**src/hw/rtl/hsr_pkg.sv**
```systemverilog
// Shared types, constants and register codes of the humidity sensor reader.
`default_nettype none

package hsr_pkg;

    localparam int HSR_FRAME_BITS  = 40;
    localparam int HSR_QUEUE_DEPTH = 2;
    localparam int HSR_REG_IDX_W   = 2;
    localparam int HSR_CFG_DATA_W  = 16;

    localparam logic [15:0] HSR_START_LOW_RST = 16'd18000;
    localparam logic [7:0]  HSR_RELEASE_RST   = 8'd40;
    localparam logic [15:0] HSR_TIMEOUT_RST   = 16'd10000;
    localparam logic [7:0]  HSR_THRESHOLD_RST = 8'd40;

    typedef enum logic [HSR_REG_IDX_W-1:0] {
        REG_START_LOW = 2'd0,
        REG_RELEASE   = 2'd1,
        REG_TIMEOUT   = 2'd2,
        REG_THRESHOLD = 2'd3
    } reg_idx_t;

    typedef enum logic [1:0] {
        ST_OK       = 2'd0,
        ST_CHECKSUM = 2'd1,
        ST_TIMEOUT  = 2'd2
    } status_t;

    typedef struct packed {
        logic [15:0] start_low_ticks;
        logic [7:0]  release_ticks;
        logic [15:0] timeout_ticks;
        logic [7:0]  one_threshold_ticks;
    } cfg_t;

    typedef struct packed {
        logic line_level;
        logic start_request;
    } item_t;

    typedef struct packed {
        logic       drive_low;
        logic       busy_res;
        logic       done_res;
        logic [1:0] status;
        logic [7:0] humidity;
        logic [7:0] temperature;
    } result_t;

endpackage

`default_nettype wire

```
**src/hw/rtl/hsr_fifo.sv**
```systemverilog
// Small register queue used on both sides of the reader engine.
`default_nettype none

module hsr_fifo #(
    parameter int WIDTH = 8,
    parameter int DEPTH = 2
) (
    input  wire logic             clk,
    input  wire logic             rst_n,
    input  wire logic             push,
    input  wire logic [WIDTH-1:0] din,
    output logic                  full,
    input  wire logic             pop,
    output logic [WIDTH-1:0]      dout,
    output logic                  empty
);

    localparam int PTR_W = (DEPTH > 1) ? $clog2(DEPTH) : 1;
    localparam int CNT_W = $clog2(DEPTH + 1);

    logic [WIDTH-1:0] mem_reg [DEPTH];
    logic [PTR_W-1:0] wr_ptr_reg, wr_ptr_next;
    logic [PTR_W-1:0] rd_ptr_reg, rd_ptr_next;
    logic [CNT_W-1:0] count_reg, count_next;
    logic             do_push;
    logic             do_pop;

    assign full    = (count_reg == CNT_W'(DEPTH));
    assign empty   = (count_reg == '0);
    assign do_push = push && !full;
    assign do_pop  = pop && !empty;
    assign dout    = mem_reg[rd_ptr_reg];

    always_comb
    begin
        wr_ptr_next = wr_ptr_reg;
        rd_ptr_next = rd_ptr_reg;
        count_next  = count_reg;
        if (do_push)
        begin
            wr_ptr_next = (wr_ptr_reg == PTR_W'(DEPTH - 1)) ? '0 : wr_ptr_reg + PTR_W'(1);
        end
        if (do_pop)
        begin
            rd_ptr_next = (rd_ptr_reg == PTR_W'(DEPTH - 1)) ? '0 : rd_ptr_reg + PTR_W'(1);
        end
        if (do_push && !do_pop)
        begin
            count_next = count_reg + CNT_W'(1);
        end
        else if (do_pop && !do_push)
        begin
            count_next = count_reg - CNT_W'(1);
        end
    end

    always_ff @(posedge clk or negedge rst_n)
    begin
        if (!rst_n)
        begin
            wr_ptr_reg <= '0;
            rd_ptr_reg <= '0;
            count_reg  <= '0;
        end
        else
        begin
            wr_ptr_reg <= wr_ptr_next;
            rd_ptr_reg <= rd_ptr_next;
            count_reg  <= count_next;
        end
    end

    always_ff @(posedge clk)
    begin
        if (do_push)
        begin
            mem_reg[wr_ptr_reg] <= din;
        end
    end

endmodule

`default_nettype wire

```
**src/hw/rtl/hsr_engine.sv**
```systemverilog
// Reader engine: start pulse, acknowledge waits, bit timing and frame check.
`default_nettype none

module hsr_engine (
    input  wire logic            clk,
    input  wire logic            rst_n,
    input  wire hsr_pkg::cfg_t   cfg,
    input  wire hsr_pkg::item_t  item,
    input  wire logic            item_valid,
    output logic                 item_take,
    input  wire logic            res_full,
    output logic                 res_push,
    output hsr_pkg::result_t     res
);

    import hsr_pkg::*;

    typedef enum logic [2:0] {
        PH_IDLE      = 3'd0,
        PH_START_LOW = 3'd1,
        PH_RELEASE   = 3'd2,
        PH_ACK_LOW   = 3'd3,
        PH_ACK_HIGH  = 3'd4,
        PH_BIT_LOW   = 3'd5,
        PH_BIT_HIGH  = 3'd6
    } phase_t;

    localparam logic [5:0] FRAME_BITS_6 = 6'(HSR_FRAME_BITS);

    phase_t      phase_reg, phase_next, work_ph;
    logic [15:0] phase_ticks_reg, phase_ticks_next, work_pt, pt_inc;
    logic [15:0] pulse_ticks_reg, pulse_ticks_next, work_pu;
    logic [5:0]  bit_count_reg, bit_count_next, work_bc, bc_inc;
    logic [HSR_FRAME_BITS-1:0] frame_reg, frame_next, work_fs;
    logic [7:0]  humidity_reg, humidity_next;
    logic [7:0]  temperature_reg, temperature_next;
    logic [1:0]  status_reg, status_next;
    logic        is_idle;
    logic        start;
    logic        drive;
    logic        done;
    logic        timed_out;
    logic        bit_val;
    logic [7:0]  sum8;

    assign item_take = item_valid && !res_full;
    assign res_push  = item_take;

    always_comb
    begin
        is_idle = (phase_reg == PH_IDLE) || (phase_reg > PH_BIT_HIGH);
        start   = is_idle && item.start_request;
        work_ph = is_idle ? (item.start_request ? PH_START_LOW : PH_IDLE) : phase_reg;
        work_pt = start ? '0 : phase_ticks_reg;
        work_pu = start ? '0 : pulse_ticks_reg;
        work_bc = start ? '0 : bit_count_reg;
        work_fs = start ? '0 : frame_reg;
        pt_inc  = work_pt + 16'd1;
        bc_inc  = work_bc + 6'd1;
        bit_val = (work_pu > {8'd0, cfg.one_threshold_ticks});
        sum8    = '0;

        phase_next       = work_ph;
        phase_ticks_next = work_pt;
        pulse_ticks_next = work_pu;
        bit_count_next   = work_bc;
        frame_next       = work_fs;
        humidity_next    = humidity_reg;
        temperature_next = temperature_reg;
        status_next      = status_reg;
        drive            = 1'b0;
        done             = 1'b0;
        timed_out        = 1'b0;

        unique case (work_ph)
            PH_START_LOW:
            begin
                drive = 1'b1;
                if (pt_inc >= cfg.start_low_ticks)
                begin
                    phase_next       = PH_RELEASE;
                    phase_ticks_next = '0;
                end
                else
                begin
                    phase_ticks_next = pt_inc;
                end
            end
            PH_RELEASE:
            begin
                if (pt_inc >= {8'd0, cfg.release_ticks})
                begin
                    phase_next       = PH_ACK_LOW;
                    phase_ticks_next = '0;
                end
                else
                begin
                    phase_ticks_next = pt_inc;
                end
            end
            PH_ACK_LOW, PH_BIT_LOW:
            begin
                if (!item.line_level)
                begin
                    if (work_pt >= cfg.timeout_ticks)
                    begin
                        timed_out = 1'b1;
                    end
                    else
                    begin
                        phase_ticks_next = pt_inc;
                    end
                end
                else
                begin
                    phase_next       = (work_ph == PH_ACK_LOW) ? PH_ACK_HIGH : PH_BIT_HIGH;
                    phase_ticks_next = 16'd1;
                    if (work_ph == PH_BIT_LOW)
                    begin
                        pulse_ticks_next = 16'd1;
                    end
                end
            end
            PH_ACK_HIGH:
            begin
                if (item.line_level)
                begin
                    if (work_pt >= cfg.timeout_ticks)
                    begin
                        timed_out = 1'b1;
                    end
                    else
                    begin
                        phase_ticks_next = pt_inc;
                    end
                end
                else
                begin
                    phase_next       = PH_BIT_LOW;
                    phase_ticks_next = 16'd1;
                end
            end
            PH_BIT_HIGH:
            begin
                if (item.line_level)
                begin
                    if (work_pt >= cfg.timeout_ticks)
                    begin
                        timed_out = 1'b1;
                    end
                    else
                    begin
                        phase_ticks_next = pt_inc;
                        // saturate the pulse width
                        if (work_pu != 16'hFFFF)
                        begin
                            pulse_ticks_next = work_pu + 16'd1;
                        end
                    end
                end
                else
                begin
                    frame_next     = {work_fs[HSR_FRAME_BITS-2:0], bit_val};
                    bit_count_next = bc_inc;
                    if (bc_inc >= FRAME_BITS_6)
                    begin
                        sum8 = frame_next[39:32] + frame_next[23:16];
                        if (sum8 == frame_next[7:0])
                        begin
                            humidity_next    = frame_next[39:32];
                            temperature_next = frame_next[23:16];
                            status_next      = ST_OK;
                        end
                        else
                        begin
                            status_next = ST_CHECKSUM;
                        end
                        phase_next       = PH_IDLE;
                        phase_ticks_next = '0;
                        done             = 1'b1;
                    end
                    else
                    begin
                        phase_next       = PH_BIT_LOW;
                        phase_ticks_next = 16'd1;
                    end
                end
            end
            default:
            begin
                phase_next = PH_IDLE;
            end
        endcase

        if (timed_out)
        begin
            status_next      = ST_TIMEOUT;
            phase_next       = PH_IDLE;
            phase_ticks_next = '0;
            done             = 1'b1;
        end

        res.drive_low   = drive;
        res.busy_res    = (phase_next != PH_IDLE);
        res.done_res    = done;
        res.status      = status_next;
        res.humidity    = humidity_next;
        res.temperature = temperature_next;
    end

    always_ff @(posedge clk or negedge rst_n)
    begin
        if (!rst_n)
        begin
            phase_reg       <= PH_IDLE;
            phase_ticks_reg <= '0;
            pulse_ticks_reg <= '0;
            bit_count_reg   <= '0;
            frame_reg       <= '0;
            humidity_reg    <= '0;
            temperature_reg <= '0;
            status_reg      <= ST_OK;
        end
        else if (item_take)
        begin
            phase_reg       <= phase_next;
            phase_ticks_reg <= phase_ticks_next;
            pulse_ticks_reg <= pulse_ticks_next;
            bit_count_reg   <= bit_count_next;
            frame_reg       <= frame_next;
            humidity_reg    <= humidity_next;
            temperature_reg <= temperature_next;
            status_reg      <= status_next;
        end
    end

endmodule

`default_nettype wire

```
**src/hw/rtl/humidity_sensor_single_wire_reader_unit.sv**
```systemverilog
// Single-wire humidity sensor reader: top level with queues and registers.
// Usage:
//   Push one sample item per microsecond tick (line_level, start_request)
//   while full is low. Every item yields exactly one result, read from the
//   result side while empty is low and taken with pop.
//   Each result carries drive_low for the open-drain pin, busy_res, a one-tick
//   done_res with status (ok, checksum mismatch, timeout), and the humidity
//   and temperature bytes of the last good frame.
//   The engine step is combinational between the two queues and writes the
//   result queue at the edge that takes the item from the input queue.
//   Throughput: one item per cycle while the result queue has room; both
//   queues are two entries deep.
//   If the result side stops popping, the result queue fills, the engine holds,
//   then the input queue fills and full rises; nothing is dropped.
//   Reset clears both queues, the reader goes idle with status ok and zero
//   readings, and the registers load their defaults (18000, 40, 10000, 40).
//   Register writes (wr_en, wr_index, wr_data) take effect at the next edge and
//   are meant for when the block is idle.
`default_nettype none

module humidity_sensor_single_wire_reader_unit #(
    parameter int QUEUE_DEPTH = hsr_pkg::HSR_QUEUE_DEPTH
) (
    input  wire logic                               clk,
    input  wire logic                               rst_n,
    input  wire logic                               wr_en,
    input  wire logic [hsr_pkg::HSR_REG_IDX_W-1:0]  wr_index,
    input  wire logic [hsr_pkg::HSR_CFG_DATA_W-1:0] wr_data,
    input  wire logic                               push,
    output logic                                    full,
    input  wire logic                               line_level,
    input  wire logic                               start_request,
    output logic                                    empty,
    input  wire logic                               pop,
    output logic                                    drive_low,
    output logic                                    busy_res,
    output logic                                    done_res,
    output logic [1:0]                              status,
    output logic [7:0]                              humidity,
    output logic [7:0]                              temperature
);

    import hsr_pkg::*;

    cfg_t    cfg_reg;
    item_t   in_item;
    item_t   eng_item;
    logic    eng_empty;
    logic    eng_valid;
    logic    eng_take;
    logic    res_full;
    logic    res_push;
    result_t eng_res;
    result_t out_res;

    always_ff @(posedge clk or negedge rst_n)
    begin
        if (!rst_n)
        begin
            cfg_reg.start_low_ticks     <= HSR_START_LOW_RST;
            cfg_reg.release_ticks       <= HSR_RELEASE_RST;
            cfg_reg.timeout_ticks       <= HSR_TIMEOUT_RST;
            cfg_reg.one_threshold_ticks <= HSR_THRESHOLD_RST;
        end
        else if (wr_en)
        begin
            unique case (wr_index)
                REG_START_LOW: cfg_reg.start_low_ticks     <= wr_data;
                REG_RELEASE:   cfg_reg.release_ticks       <= wr_data[7:0];
                REG_TIMEOUT:   cfg_reg.timeout_ticks       <= wr_data;
                REG_THRESHOLD: cfg_reg.one_threshold_ticks <= wr_data[7:0];
            endcase
        end
    end

    assign in_item.line_level    = line_level;
    assign in_item.start_request = start_request;

    hsr_fifo #(
        .WIDTH ($bits(item_t)),
        .DEPTH (QUEUE_DEPTH)
    ) u_in_queue (
        .clk   (clk),
        .rst_n (rst_n),
        .push  (push),
        .din   (in_item),
        .full  (full),
        .pop   (eng_take),
        .dout  (eng_item),
        .empty (eng_empty)
    );

    assign eng_valid = !eng_empty;

    hsr_engine u_engine (
        .clk        (clk),
        .rst_n      (rst_n),
        .cfg        (cfg_reg),
        .item       (eng_item),
        .item_valid (eng_valid),
        .item_take  (eng_take),
        .res_full   (res_full),
        .res_push   (res_push),
        .res        (eng_res)
    );

    hsr_fifo #(
        .WIDTH ($bits(result_t)),
        .DEPTH (QUEUE_DEPTH)
    ) u_out_queue (
        .clk   (clk),
        .rst_n (rst_n),
        .push  (res_push),
        .din   (eng_res),
        .full  (res_full),
        .pop   (pop),
        .dout  (out_res),
        .empty (empty)
    );

    assign drive_low   = out_res.drive_low;
    assign busy_res    = out_res.busy_res;
    assign done_res    = out_res.done_res;
    assign status      = out_res.status;
    assign humidity    = out_res.humidity;
    assign temperature = out_res.temperature;

    // a finished reading is never still busy
    assert property (@(posedge clk) disable iff (!rst_n)
        (!empty && done_res) |-> !busy_res)
        else $error("done and busy set in one result");

    // the line is only pulled low during a reading
    assert property (@(posedge clk) disable iff (!rst_n)
        (!empty && drive_low) |-> busy_res)
        else $error("drive_low outside a reading");

    // an engine step always lands in the result queue on the next cycle
    assert property (@(posedge clk) disable iff (!rst_n)
        eng_take |=> !empty)
        else $error("engine result lost");

endmodule

`default_nettype wire

```
**config.mk**
```make
export PLATFORM = sky130hd
export DESIGN_NAME = humidity_sensor_single_wire_reader_unit
export DESIGN_NICKNAME = d
export VERILOG_FILES = /design/src/hw/rtl/hsr_pkg.sv /design/src/hw/rtl/hsr_fifo.sv /design/src/hw/rtl/hsr_engine.sv /design/src/hw/rtl/humidity_sensor_single_wire_reader_unit.sv
export SDC_FILE = /design/constraint.sdc
export NUM_CORES = 1
export LEC_CHECK = 0
export BUFFER_PORTS_ARGS = -buffer_cell sky130_fd_sc_hd__buf_4
export CORE_MARGIN = 1
export CORE_UTILIZATION = 53
export CTS_CLUSTER_DIAMETER = 60
export CTS_CLUSTER_SIZE = 40
export DETAILED_ROUTE_END_ITERATION = 6
export PLACE_DENSITY_LB_ADDON = 0.2
export SKIP_CTS_REPAIR_TIMING = 1
export SLEW_MARGIN = 20
export SYNTH_ARGS = -nofsm -noshare
export SYNTH_HDL_FRONTEND = slang
export SYNTH_SLANG_ARGS = --single-unit
```
**constraint.sdc**
```tcl
create_clock -name clk -period 4.45 [get_ports clk]
set_input_delay 0.89 -clock clk [delete_from_list [all_inputs] [get_ports clk]]
set_output_delay 0.89 -clock clk [all_outputs]
set_load 0.005 [all_outputs]
```
After elaboration in Yosys (flattened, before gate mapping)

Memory sizes are Yosys's and may differ from the RTL's.
Index checks and enable logic that the tools add are counted.

Add/subtract/negate cells: 12
Order comparisons: 6
Equal/unequal tests: 13
Muxes and demuxes: 68
Reduce and logical (&&, ||, !) cells: 32

Operators by type and width:

| kind                                                 | count |
|---|---|
| two-way mux 16 bit                                   | 14 |
| two-way mux 40 bit                                   | 3 |
| one-hot mux 16 bit (5 select lines)                  | 1 |
| two-way mux 8 bit                                    | 8 |
| adder 16 x 1 -> 16 bit (second input constant)       | 2 |
| greater-or-equal comparator 16 bit                   | 2 |
| one-hot mux 16 bit (2 select lines)                  | 1 |
| two-way mux 3 bit                                    | 8 |
| two-way mux 1 bit                                    | 19 |
| two-way mux 2 bit                                    | 9 |
| two-way mux 6 bit                                    | 3 |
| greater-or-equal comparator 16 x 8 -> 1 bit          | 1 |
| > comparator 16 x 8 -> 1 bit                         | 1 |
| != test 16 bit (second input constant)               | 1 |
| one-hot mux 3 bit (5 select lines)                   | 1 |
| logical AND 1 bit                                    | 10 |
| equality test 3 bit (second input constant)          | 3 |
| adder 8 bit                                          | 1 |
| equality test 2 bit (second input constant)          | 4 |
| equality test 8 bit                                  | 1 |
| logical NOT 1 bit                                    | 8 |
| AND reduction 2 bit                                  | 4 |
| adder 6 x 1 -> 6 bit (second input constant)         | 1 |
| equality test 3 x 2 -> 1 bit (second input constant) | 2 |
| 14 further kinds                                     | 23 |

Bits in registers: 155
Memory bits (writable): 46
Bits of input ports: 25
Output and inout bits: 23
Logic and storage cells: 151
Memories: 2

Memories:

| memory              | words | bits a word | read ports | clocked after memory_dff | wr ports | RTL line       | text |
|---|---|---|---|---|---|---|---|
| u_out_queue.mem_reg | 2     | 21          | 1          | 0                        | 1        | hsr_fifo.sv:21 | `logic [WIDTH-1:0] mem_reg [DEPTH];` |
| u_in_queue.mem_reg  | 2     | 2           | 1          | 0                        | 1        | hsr_fifo.sv:21 |  |

Longest topological paths before layout

Gate-level depths: netlist (run 1).

Depth after elaboration: 11
Depth in mapped cells: 25
Mapped depth without buffers: 19

Cells and area by module

From an unflattened synthesis (run 1), not the netlist that was laid out.

Cell total of the unflattened synthesis: 1010
Area, all modules: 11136.9 sq um

By module, submodules not included:

| module                                  | instances | cells an instance | area an instance (sq um) | seq. area each (sq um) |
|---|---|---|---|---|
| hsr_engine                              | 1         | 798               | 7183.1                   | 2452.4 |
| humidity_sensor_single_wire_reader_unit | 1         | 103               | 1824.2                   | 1218.7 |
| hsr_fifo (u_out_queue)                  | 1         | 84                | 1790.5                   | 1361.3 |
| hsr_fifo (u_in_queue)                   | 1         | 25                | 339.1                    | 220.2 |

Worst setup path after synthesis (run 1)

No wires, ideal clock.

Path type: register -> register
From: register u_in_queue.rd_ptr_reg
To: register u_engine.phase_ticks_reg[10]
Library setup time: 0.066 ns
Data arrival time: 4.705 ns
Required time: 4.384 ns
Setup slack: -0.321 ns
Stages on the path, launching flop included: 25
Period minus slack after synthesis: 4.771 ns
Cells stage by stage: dfrtp_1 -> mux2i_1 -> a21o_1 -> buf_6 -> buf_2 -> clkbuf_1 -> clkbuf_1 -> clkbuf_1 -> and2_1 -> ha_1 -> nand3_1 -> nor3_1 -> nand2_1 -> nor2_1 -> xor2_1 -> ha_1 -> nand2_1 -> nor2_1 -> o211ai_1 -> o211ai_1 -> a211oi_1 -> nor2_1 -> a21oi_2 -> buf_2 -> a22o_1

Word-level cells in the longest chain between the ends: 8
Elaborated cells between the ends (all ways): 29
Classes of those cells: 1 x add/sub; 3 x order compare; 6 x eq/ne; 15 x mux; 3 x reduce/logical; 1 x memory

RTL lines:

| element                                                                                   | RTL line          | text |
|---|---|---|
| from (decl)                                                                               | hsr_fifo.sv:23    | `logic [PTR_W-1:0] rd_ptr_reg, rd_ptr_next;` |
| from (signal assigned)                                                                    | hsr_fifo.sv:68    | `rd_ptr_reg <= rd_ptr_next;` |
| memory read (2 x 2 bit) (*)                                                               | n/a               |  |
| logical AND 1 bit                                                                         | hsr_engine.sv:52  | `start = is_idle && item.start_request;` |
| two-way mux 16 bit                                                                        | hsr_engine.sv:54  | `work_pt = start ? '0 : phase_ticks_reg;` |
| adder 16 x 1 -> 16 bit or greater-or-equal comparator 16 bit (tied branches)              | n/a               |  |
| greater-or-equal comparator 16 x 8 -> 1 bit, or another cell as far along                 | hsr_engine.sv:91  | `if (pt_inc >= {8'd0, cfg.release_ticks})` |
| two-way mux 16 bit, or another cell as far along                                          | hsr_engine.sv:91  |  |
| one-hot mux 16 bit (5 select lines) or one-hot mux 1 bit (2 select lines) (tied branches) | hsr_engine.sv:75  | `unique case (work_ph)` |
| two-way mux 16 bit (*)                                                                    | hsr_engine.sv:195 | `if (timed_out)` |
| to (signal assigned)                                                                      | hsr_engine.sv:227 | `phase_ticks_reg <= phase_ticks_next;` |
| to (decl)                                                                                 | hsr_engine.sv:31  | `logic [15:0] phase_ticks_reg, phase_ticks_next, work_pt, pt_inc;` |

Mark *: on every way between the ends. The rest lies on a longest branch, timed or not.
A chain may end at the register's enable or synchronous reset.

==> qor.txt, run 1 <==
max-slew violations: 0
Final Power: 5.957 mW
setup violators final: 0
pwr dens: 486.8 mW/mm^2
CP startpoint: u_engine.phase_reg[1]
Area after DPL: 0.01160 sq mm
Post-Place Worst Slack: 267.3 ps
cell area after synthesis: 0.01083 sq mm
CTS tree: built
DRC errors left: 0
Num CTS Buffers: 17
Tightest Hold Check Type: reg -> reg
1st-iter DRT viols: 485
worst reg2reg path endpoint: u_out_queue.mem_reg[0][6]
final WL: 22,930 microns
total die area: 0.02102 sq mm
CTS max path bufs: 2
Reg2Reg Setup Slack: 270 ps
RSZ-0062 raised after global routing: false
R2R depth: 15
share of layout cells above drive strength 1: 0.2176
FFs w/ async S/R, synth: 0.7700
drt pass-1 iters: 5
Area Overhead vs Synth: 12.96%
Largest register FFs: 48
commonest cells after routing, fill and taps aside: dfrtp_1 (139), nand2_1 (80), buf_4 (75)
initial antenna violation count: 0
Fillers: 1,564
gr ovfl total: 0
CP max FO: 19
hpwl dp: 15,980 microns
first-pass GRT wire length: 38,700 microns
Setup CP Type: reg -> reg
status: complete, no violations
CTS Sinks: 200
Layout Nets: 1,131
Startpoint Class: flop
maximum vdd drop: 385.9 uV
initial core utilization: 0.5495
clock slew at reported path FFs: 80 ps
Final ANT Viol Nets: 0
I/O Buffers: 47
crit share post-route: 0.9403
Most used DFF post-synth: dfrtp_1
Synthesized Nets: 1,076
Ys Warns: 0
drt wl/cell: 17.34 microns
final hold viol count: 0
Yosys cell types: 71
register area share after synthesis: 0.4848
commonest non-fill, non-tap cell in the layout: dfrtp_1
EDFF count, synth: 46
routed vias: 7,673
P_leak: 5.625 nW
worst clock skew: 9.735 ps
Syn Inst Count: 989
Final min period: 4184 ps
Die Y: 145.0 microns
setup_tns: 0 ps
io pins: 48
max cap viols: 0
Worst-Margin Slew: 1046 ps
worst-skew pair later-pin latency: 440 ps
Post-Syn Area per Cell: 10.95 sq um
htree depth: 4
core area: 0.01972 sq mm
vias in the first global route: 7,561
relative slew slack: 0.3025
GRT Total Usage: 0.2296
Inserted Diodes: 0
num rows: 51
register bit total from synthesis: 200
Die X: 145.0 microns
Reg-to-Reg Start: u_engine.phase_reg[1]
Crit path required time: 4640 ps
setup ws final: 265.5 ps
largest net degree at the start of global routing: 89
root buf cell: clkbuf_16
Critical Path End: u_out_queue.mem_reg[0][6]
fin area: 0.01224 sq mm
critical path capture point type: flop
Arrival @ worst endpoint: 4380 ps
placer congestion estimate: 0.8870
vias per cell: 5.804
Max Clock Freq: 239.0 MHz
==> layout make-up <==
type,instances,area (sq um),area share
inverter,68,255.2,0.02086
clock buffer,17,425.4,0.03476
timing repair buffer,78,614.3,0.05020
multi-input combinational,679,5165,0.4220
sequential,200,5254,0.4293
tap,265,331.6,0.02709
clock inverter,15,192.7,0.01574
==> Yosys cell counts (all sizes together), types with 4 or more instances <==
| cell | n | share of area |
|---|---|---|
| nand3 | 22 | 0.010 |
| or3 | 6 | 0.0039 |
| mux2i | 6 | 0.0055 |
| dfrtp | 140 | 0.32 |
| a31oi | 10 | 0.0058 |
| a21oi | 29 | 0.014 |
| a41oi | 4 | 0.0032 |
| a22o | 57 | 0.046 |
| nand2b | 5 | 0.0029 |
| edfxtp | 46 | 0.13 |
| a211oi | 6 | 0.0042 |
| nor2b | 7 | 0.0040 |
| dfstp | 14 | 0.034 |
| nor4 | 8 | 0.0046 |
| mux2 | 86 | 0.095 |
| o211ai | 11 | 0.0076 |
| clkbuf | 29 | 0.010 |
| nor2 | 47 | 0.017 |
| o22ai | 5 | 0.0029 |
| xnor2 | 21 | 0.017 |
| ha | 61 | 0.070 |
| xor2 | 10 | 0.0081 |
| a21o | 8 | 0.0055 |
| o31ai | 5 | 0.0035 |
| and2 | 36 | 0.021 |
| inv | 68 | 0.024 |
| nand2 | 81 | 0.029 |
| buf | 13 | 0.010 |
| nor3 | 15 | 0.0074 |
| nand4 | 18 | 0.010 |
| and3 | 10 | 0.0058 |
| o21ai | 63 | 0.029 |
==> kinds of logic (layout without fill, tap and decap cells) <==
| group | count (synthesis) | count (layout) | share of synthesized area |
|---|---|---|---|
| AOI/OAI and AO/OA | 223 | 223 | 0.1427 |
| xor gates and xnor gates | 34 | 34 | 0.03130 |
| adders and majority gates | 62 | 62 | 0.07229 |
| buffers and inverters | 110 | 178 | 0.04377 |
| DFF | 200 | 200 | 0.4848 |
| muxes | 92 | 92 | 0.1001 |
| and+or+nand+nor | 268 | 268 | 0.1250 |
==> per-layer routing <==
layer  wire length (microns)  share of wire  track usage  up-vias
li1                        -              -            -     3714
met3                     953          0.042      0.03522       21
met4                     219         0.0096      0.05319        0
met1                   11460           0.50       0.3407     3769
met2                   10300           0.45       0.3529      169
met5                       0              0            0        -
==> power by group <==
group	internal (mW)	switching [mW]
registers	2.30	0.192
logic	0.802	1.08
clock network	0.775	0.807
total	3.88	2.08
==> worst max-delay path, cell delays in order, from the launching register on <==
cell and delay, ps:
dfrtp_1 390, or3_4 400, a21o_1 250, buf_4 200, and2_1 210, ha_1 240
inv_1 70, fa_1 250, nor2b_1 70, o21a_1 190, o21a_1 200, or4_1 500
a21oi_1 200, o2111ai_2 170, buf_4 270, mux2_4 330
==> worst min path at each step <==
stage,startpoint,to,cells past startpoint
floorplan,u_engine.frame_reg[15],u_engine.frame_reg[15],1
global placement,u_engine.frame_reg[36],u_engine.frame_reg[36],1
detailed placement,u_engine.frame_reg[37],u_engine.frame_reg[37],1
CTS,u_engine.frame_reg[35],u_engine.frame_reg[35],1
global route,u_engine.frame_reg[21],u_engine.frame_reg[21],1
finish,u_in_queue.wr_ptr_reg,u_in_queue.wr_ptr_reg,1
==> per-stage QoR <==
stage / hold slack, ps / instances / utilization
2_1_floorplan: 457.9 / 989 / -
3_3_place_gp: 475.5 / 1290 / 0.5885
3_5_place_dp: 477.2 / 1290 / 0.5885
4_1_cts: 499.9 / 1322 / 0.6198
5_1_grt: 511.0 / 1322 / 0.6207
6_report: 499.1 / 1322 / 0.6207
Note: power is estimated with default switching activity, not from simulation.
==> run 2: changes to the inputs <==
- SYNTH_HIERARCHICAL: not set -> 1
==> qor.txt, run 2 <==
Finished Layout Cells: 1,356 (+2.6%)
Inserted Diodes: 0 (unchanged)
Tightest Hold Check Type: reg -> reg
I/O Buffers: 47 (unchanged)
status: complete, no violations
commonest non-fill, non-tap cell in the layout: dfrtp_1
Die X: 147.0 microns (+1.4%)
Critical path buffers and inverters: 3 (unchanged)
Layout Nets: 1,160 (+2.6%)
Most used DFF post-synth: dfrtp_1
Final ANT Viol Nets: 0 (unchanged)
Crit path required time: 4780 ps (+140 ps)
max-slew violations: 0 (unchanged)
vias per cell: 5.898 (+1.6%)
share of the synthesized area in the top cell type: 0.3146 (-0.008792)
register bit total from synthesis: 200 (unchanged)
clock slew at reported path FFs: 80 ps (about the same)
DRC errors left: 0 (unchanged)
gr ovfl total: 0 (unchanged)
final hold viol count: 0 (unchanged)
Final min period: 4287 ps (+102.0 ps)
worst clock skew: 13.29 ps (+3.558 ps)
setup_tns: 0 ps (unchanged)
1st-iter DRT viols: 656 (+35%)
most frequent cell after synthesis: dfrtp_1
CTS tree: built
largest net degree at the start of global routing: 90 (+1.1%)
root buf cell: clkbuf_16
critical path capture point type: flop
most frequent CP cell: buf_4
initial antenna violation count: 0 (unchanged)
area leader, netlist: dfrtp_1
placed cell count: 1,316 (+2.0%)
drt wl/cell: 17.82 microns (+2.7%)
WHS: 485.8 ps (-13.34 ps)
critical-path cell list: mux2_4 -> nand4_1 -> buf_4 -> and3_1 -> ha_2 -> nand3_4 -> nor4_2 -> mux2i_2 -> inv_1 -> ha_1 -> and4_2 -> o211ai_1 -> a21oi_2 -> nor3b_2 -> a211oi_2 -> buf_4 -> nor3_1 -> a221o_1
Post-Place Worst Slack: -106.2 ps (-373.5 ps)
final WL: 24,160 microns (+5.4%)
setup ws final: 163.5 ps (-102.0 ps)
CTS max path bufs: 2 (unchanged)
P_leak: 5.921 nW (+5.3%)
Syn Inst Count: 1,010 (+2.1%)
Reg2Reg Setup Slack: 160 ps (-100 ps)
commonest cells after routing, fill and taps aside: dfrtp_1 (140), buf_4 (90), inv_1 (74), nand2_1 (74), mux2_2 (65)
Worst path max stage delay: 430 ps (-70 ps)
crit share post-route: 0.9633 (+0.02292)
EDFF count, synth: 46 (unchanged)
pwr dens: 514.7 mW/mm^2 (+5.7%)
ranking of synthesized cells by area: dfrtp_1 (31%), edfxtp_1 (12%), ha_1 (6.9%)
Ys Warns: 6 (+6)
Final Power: 6.530 mW (+9.6%)
hpwl dp: 16,850 microns (+5.5%)
core area: 0.02043 sq mm (+3.6%)
CTS Sinks: 200 (unchanged)
Fillers: 1,655 (+5.8%)
Yosys cell types: 86 (+21%)
Die Y: 147.0 microns (+1.4%)
worst-skew pair later-pin latency: 450 ps (about the same)
routed vias: 7,998 (+4.2%)
max cap viols: 0 (unchanged)
GRT Total Usage: 0.2360 (+0.006449)
Arrival @ worst endpoint: 4620 ps (+240 ps)
maximum vdd drop: 283.9 uV (-26%)
Post-Syn Area per Cell: 11.03 sq um (+0.66%)
num rows: 52 (+2.0%)
Num CTS Buffers: 17 (unchanged)
most common library cells after synthesis: dfrtp_1 (140), inv_1 (74), nand2_1 (74)
Max Clock Freq: 233.3 MHz (-2.4%)
vias in the first global route: 7,690 (+1.7%)
CP max FO: 10 (-9)
htree depth: 4 (unchanged)
placer congestion estimate: 0.8903 (+0.37%)
Worst-Margin Slew: 1011 ps (-35.10 ps)
io pins: 48 (unchanged)
register area share after synthesis: 0.4716 (-0.01318)
Synthesized Nets: 1,097 (+2.0%)
setup violators final: 0 (unchanged)
Startpoint Class: flop
Largest register FFs: 48 (unchanged)
initial core utilization: 0.5451 (-0.004327)
Top Family by Delay on Critical Path: simple AND/OR/NAND/NOR gates
first-pass GRT wire length: 40,250 microns (+4.0%)
Area Overhead vs Synth: 13.92%
Setup CP Type: reg -> reg
share of layout cells above drive strength 1: 0.2514 (+0.03378)
cell area after synthesis: 0.01114 sq mm (+2.8%)
drt pass-1 iters: 5 (unchanged)
FFs w/ async S/R, synth: 0.7700 (unchanged)
total die area: 0.02160 sq mm (+2.8%)
relative slew slack: 0.3259 (+0.02340)
Crit-path slowest cell: dfrtp_1
[run 2: stage by stage]
| step | instance area (sq um) | util |
|---|---|---|
| 2_1_floorplan | 11210 | - |
| 3_3_place_gp | 11960 | 0.5854 |
| 3_5_place_dp | 11960 | 0.5854 |
| 4_1_cts | 12570 | 0.6155 |
| 5_1_grt | 12690 | 0.6210 |
| 6_report | 12690 | 0.6210 |
[run 2: where the power goes]
part           internal (mW)  total [mW]  leakage [nW]  switching [mW]
Sequential              2.26        2.43          2.45           0.161
Combinational           1.06        2.51          3.18            1.45
Clock                  0.773        1.59         0.295           0.819
Total                   4.10        6.53          5.92            2.43
[run 2: worst paths after layout]
path / cells after the start / to / startpoint
worst min register to register: 1 / u_engine/humidity_reg[5] / u_engine/humidity_reg[5]
worst min-delay path: 1 / u_engine/humidity_reg[5] / u_engine/humidity_reg[5]
worst max-delay path: 18 / u_engine/phase_ticks_reg[4] / u_in_queue/rd_ptr_reg
worst max register to register: 18 / u_engine/phase_ticks_reg[4] / u_in_queue/rd_ptr_reg
min in group asynchronous: 1 / cfg_reg[23] / rst_n
max in group asynchronous: 2 / cfg_reg[3] / rst_n
[run 2: final cells by class]
| cell class | instances | area (sq um) | area share |
|---|---|---|---|
| clock inverter | 15 | 190.2 | 0.01499 |
| sequential | 200 | 5253 | 0.4140 |
| timing repair buffer | 94 | 747.0 | 0.05888 |
| multi-input combinational | 685 | 5453 | 0.4298 |
| inverter | 75 | 281.5 | 0.02219 |
| tap | 270 | 337.8 | 0.02663 |
| clock buffer | 17 | 425.4 | 0.03353 |
[run 2: kinds of logic (layout without fill, tap and decap cells)]
group / after synthesis / count (layout) / share of synthesized area
DFF: 200 / 200 / 0.4716
and+or+nand+nor: 292 / 292 / 0.1445
xor gates and xnor gates: 30 / 30 / 0.02359
muxes: 110 / 110 / 0.1175
AOI/OAI and AO/OA: 191 / 191 / 0.1244
buffers and inverters: 125 / 201 / 0.04808
adders and majority gates: 62 / 62 / 0.07033
[run 2: routing by layer]
layer  global-route usage  vias to the layer above  wire length, microns
met3              0.03447                       18                  1082
met2               0.3524                      206                 10880
met4              0.05825                        0                   223
met1               0.3609                     3944                 11980
met5                    0                        -                     0
li1                     -                     3830                     -
==> run 3: changes to the inputs <==
- MAX_ROUTING_LAYER: not set -> met4
==> qor.txt, run 3 (same netlist as run 2, synthesis figures left out) <==
status: complete, no violations
Die X: 147.0 microns (unchanged)
hold_sp: u_engine/humidity_reg[5]
crit share post-route: 0.9582 (-0.005045)
most frequent CP cell: buf_12
vias per cell: 5.906 (+0.13%)
worst clock skew: 13.51 ps (+0.2160 ps)
root buf cell: clkbuf_16
Worst path max stage delay: 520 ps (+90 ps)
pwr dens: 514.4 mW/mm^2 (about the same)
Final Power: 6.527 mW (about the same)
CTS max path bufs: 2 (unchanged)
routed vias: 8,008 (+0.13%)
clock slew at reported path FFs: 80 ps (about the same)
CTS Sinks: 200 (unchanged)
Inserted Diodes: 0 (unchanged)
final hold viol count: 0 (unchanged)
worst-skew pair later-pin latency: 450 ps (about the same)
Crit-path slowest cell: or4b_4
Reg2Reg Setup Slack: 190 ps (+20 ps)
Final min period: 4264 ps (-22.45 ps)
Setup CP Type: reg -> reg
critical-path cell list: mux2_4 -> or4b_4 -> buf_12 -> and3_1 -> ha_1 -> inv_1 -> o21bai_1 -> a21oi_2 -> xor2_1 -> or3_1 -> a2111o_1 -> nor2_4 -> buf_12 -> mux2_2
final WL: 24,140 microns (about the same)
setup ws final: 186.0 ps (+22.45 ps)
max cap viols: 0 (unchanged)
critical path capture point type: flop
share of layout cells above drive strength 1: 0.2514 (unchanged)
Area Overhead vs Synth: 13.92% (unchanged)
initial core utilization: 0.5451 (unchanged)
Post-Place Worst Slack: -106.2 ps (unchanged)
initial antenna violation count: 0 (unchanged)
Crit path required time: 4640 ps (-140 ps)
I/O Buffers: 47 (unchanged)
max-slew violations: 0 (unchanged)
commonest non-fill, non-tap cell in the layout: dfrtp_1
drt wl/cell: 17.80 microns (about the same)
Fillers: 1,655 (unchanged)
Final ANT Viol Nets: 0 (unchanged)
vias in the first global route: 7,680 (-0.13%)
htree depth: 4 (unchanged)
hpwl dp: 16,850 microns (unchanged)
CP max FO: 26 (+16)
worst reg2reg path endpoint: u_out_queue/mem_reg[1][9]
placer congestion estimate: 0.9053 (+1.7%)
total die area: 0.02160 sq mm (unchanged)
gr ovfl total: 0 (unchanged)
Startpoint Class: flop
CTS tree: built
worst-case hold path end point: u_engine/humidity_reg[5]
Worst-Margin Slew: 1020 ps (+9.333 ps)
Layout Nets: 1,160 (unchanged)
fin area: 0.01269 sq mm (unchanged)
num rows: 52 (unchanged)
Num CTS Buffers: 17 (unchanged)
Die Y: 147.0 microns (unchanged)
Max Clock Freq: 234.5 MHz (+0.53%)
1st-iter DRT viols: 621 (-5.3%)
Tightest Hold Check Type: reg -> reg
setup violators final: 0 (unchanged)
first-pass GRT wire length: 40,250 microns (unchanged)
DRC errors left: 0 (unchanged)
P_leak: 5.921 nW (unchanged)
relative slew slack: 0.3197 (-0.006222)
R2R depth: 14 (-4)
Arrival @ worst endpoint: 4450 ps (-170 ps)
Largest register FFs: 48 (unchanged)
drt pass-1 iters: 6 (+1)
commonest cells after routing, fill and taps aside: dfrtp_1 (140), buf_4 (90), inv_1 (74), nand2_1 (74), mux2_2 (65)
worst hold stages: 1 (unchanged)
core area: 0.02043 sq mm (unchanged)
Area after DPL: 0.01196 sq mm (unchanged)
largest net degree at the start of global routing: 90 (unchanged)
Reg-to-Reg Start: u_in_queue/rd_ptr_reg
maximum vdd drop: 283.8 uV (about the same)
GRT Total Usage: 0.2435 (+0.007504)
io pins: 48 (unchanged)
## run 3: cell counts in the layout (fill, tap and decap cells not counted)
Identical to the previous run, type by type.
## run 3: area by class of cell
class | count | area [sq um] | area share
inverters | 75 | 281.5 | 0.02219
clock buffers | 17 | 425.4 | 0.03353
flip-flops and latches | 200 | 5253 | 0.4140
clock inverters | 15 | 190.2 | 0.01499
well taps | 270 | 337.8 | 0.02663
multi-input cells | 685 | 5453 | 0.4298
repair buffers | 94 | 747.0 | 0.05888
## run 3: worst max path at each step
stage / endpoint / startpoint / slack, ps
finish: u_out_queue/mem_reg[1][9] / u_in_queue/rd_ptr_reg / 190
detailed placement: u_out_queue/mem_reg[0][19] / u_in_queue/rd_ptr_reg / -110
global placement: u_out_queue/mem_reg[1][19] / u_in_queue/rd_ptr_reg / 7
floorplan: u_engine/phase_ticks_reg[7] / u_in_queue/rd_ptr_reg / 0.4
global route: u_out_queue/mem_reg[1][9] / u_in_queue/rd_ptr_reg / -30
CTS: u_out_queue/mem_reg[0][19] / u_in_queue/rd_ptr_reg / -140
## run 3: worst max-delay path: cells and delay by family (launching register included)
kind	cells	cell delay, ps
adder cells (fa/ha/maj)	1	360
flip-flops	1	430
AO/OA/AOI/OAI	3	750
multiplexers	2	620
AND/OR/NAND/NOR	4	1280
buffers and inverters	3	420
XOR/XNOR	1	150
## run 3: power breakdown
group          total, mW  switching, mW  internal, mW
registers           2.42          0.160          2.26
logic               2.51           1.45          1.06
clock network       1.59          0.818         0.773
total               6.53           2.43          4.10
## run 3: per-stage QoR
stage / util / instances / hold WS [ps] / TNS [ps]
floorplan: - / 1010 / 441.8 / 0
global placement: 0.5854 / 1316 / 464.9 / 0
detailed placement: 0.5854 / 1316 / 470.8 / -436.6
CTS: 0.6155 / 1348 / 490.5 / -738.3
global route: 0.6210 / 1356 / 503.1 / -495.5
finish: 0.6210 / 1356 / 485.6 / 0
## run 3: metal layers
layer	GRT usage	up-vias	wire [microns]
met1	0.3621	3953	11980
met3	0.03540	16	1123
li1	-	3837	-
met4	0.05825	0	231
met5	-	-	0
met2	0.3509	202	10810
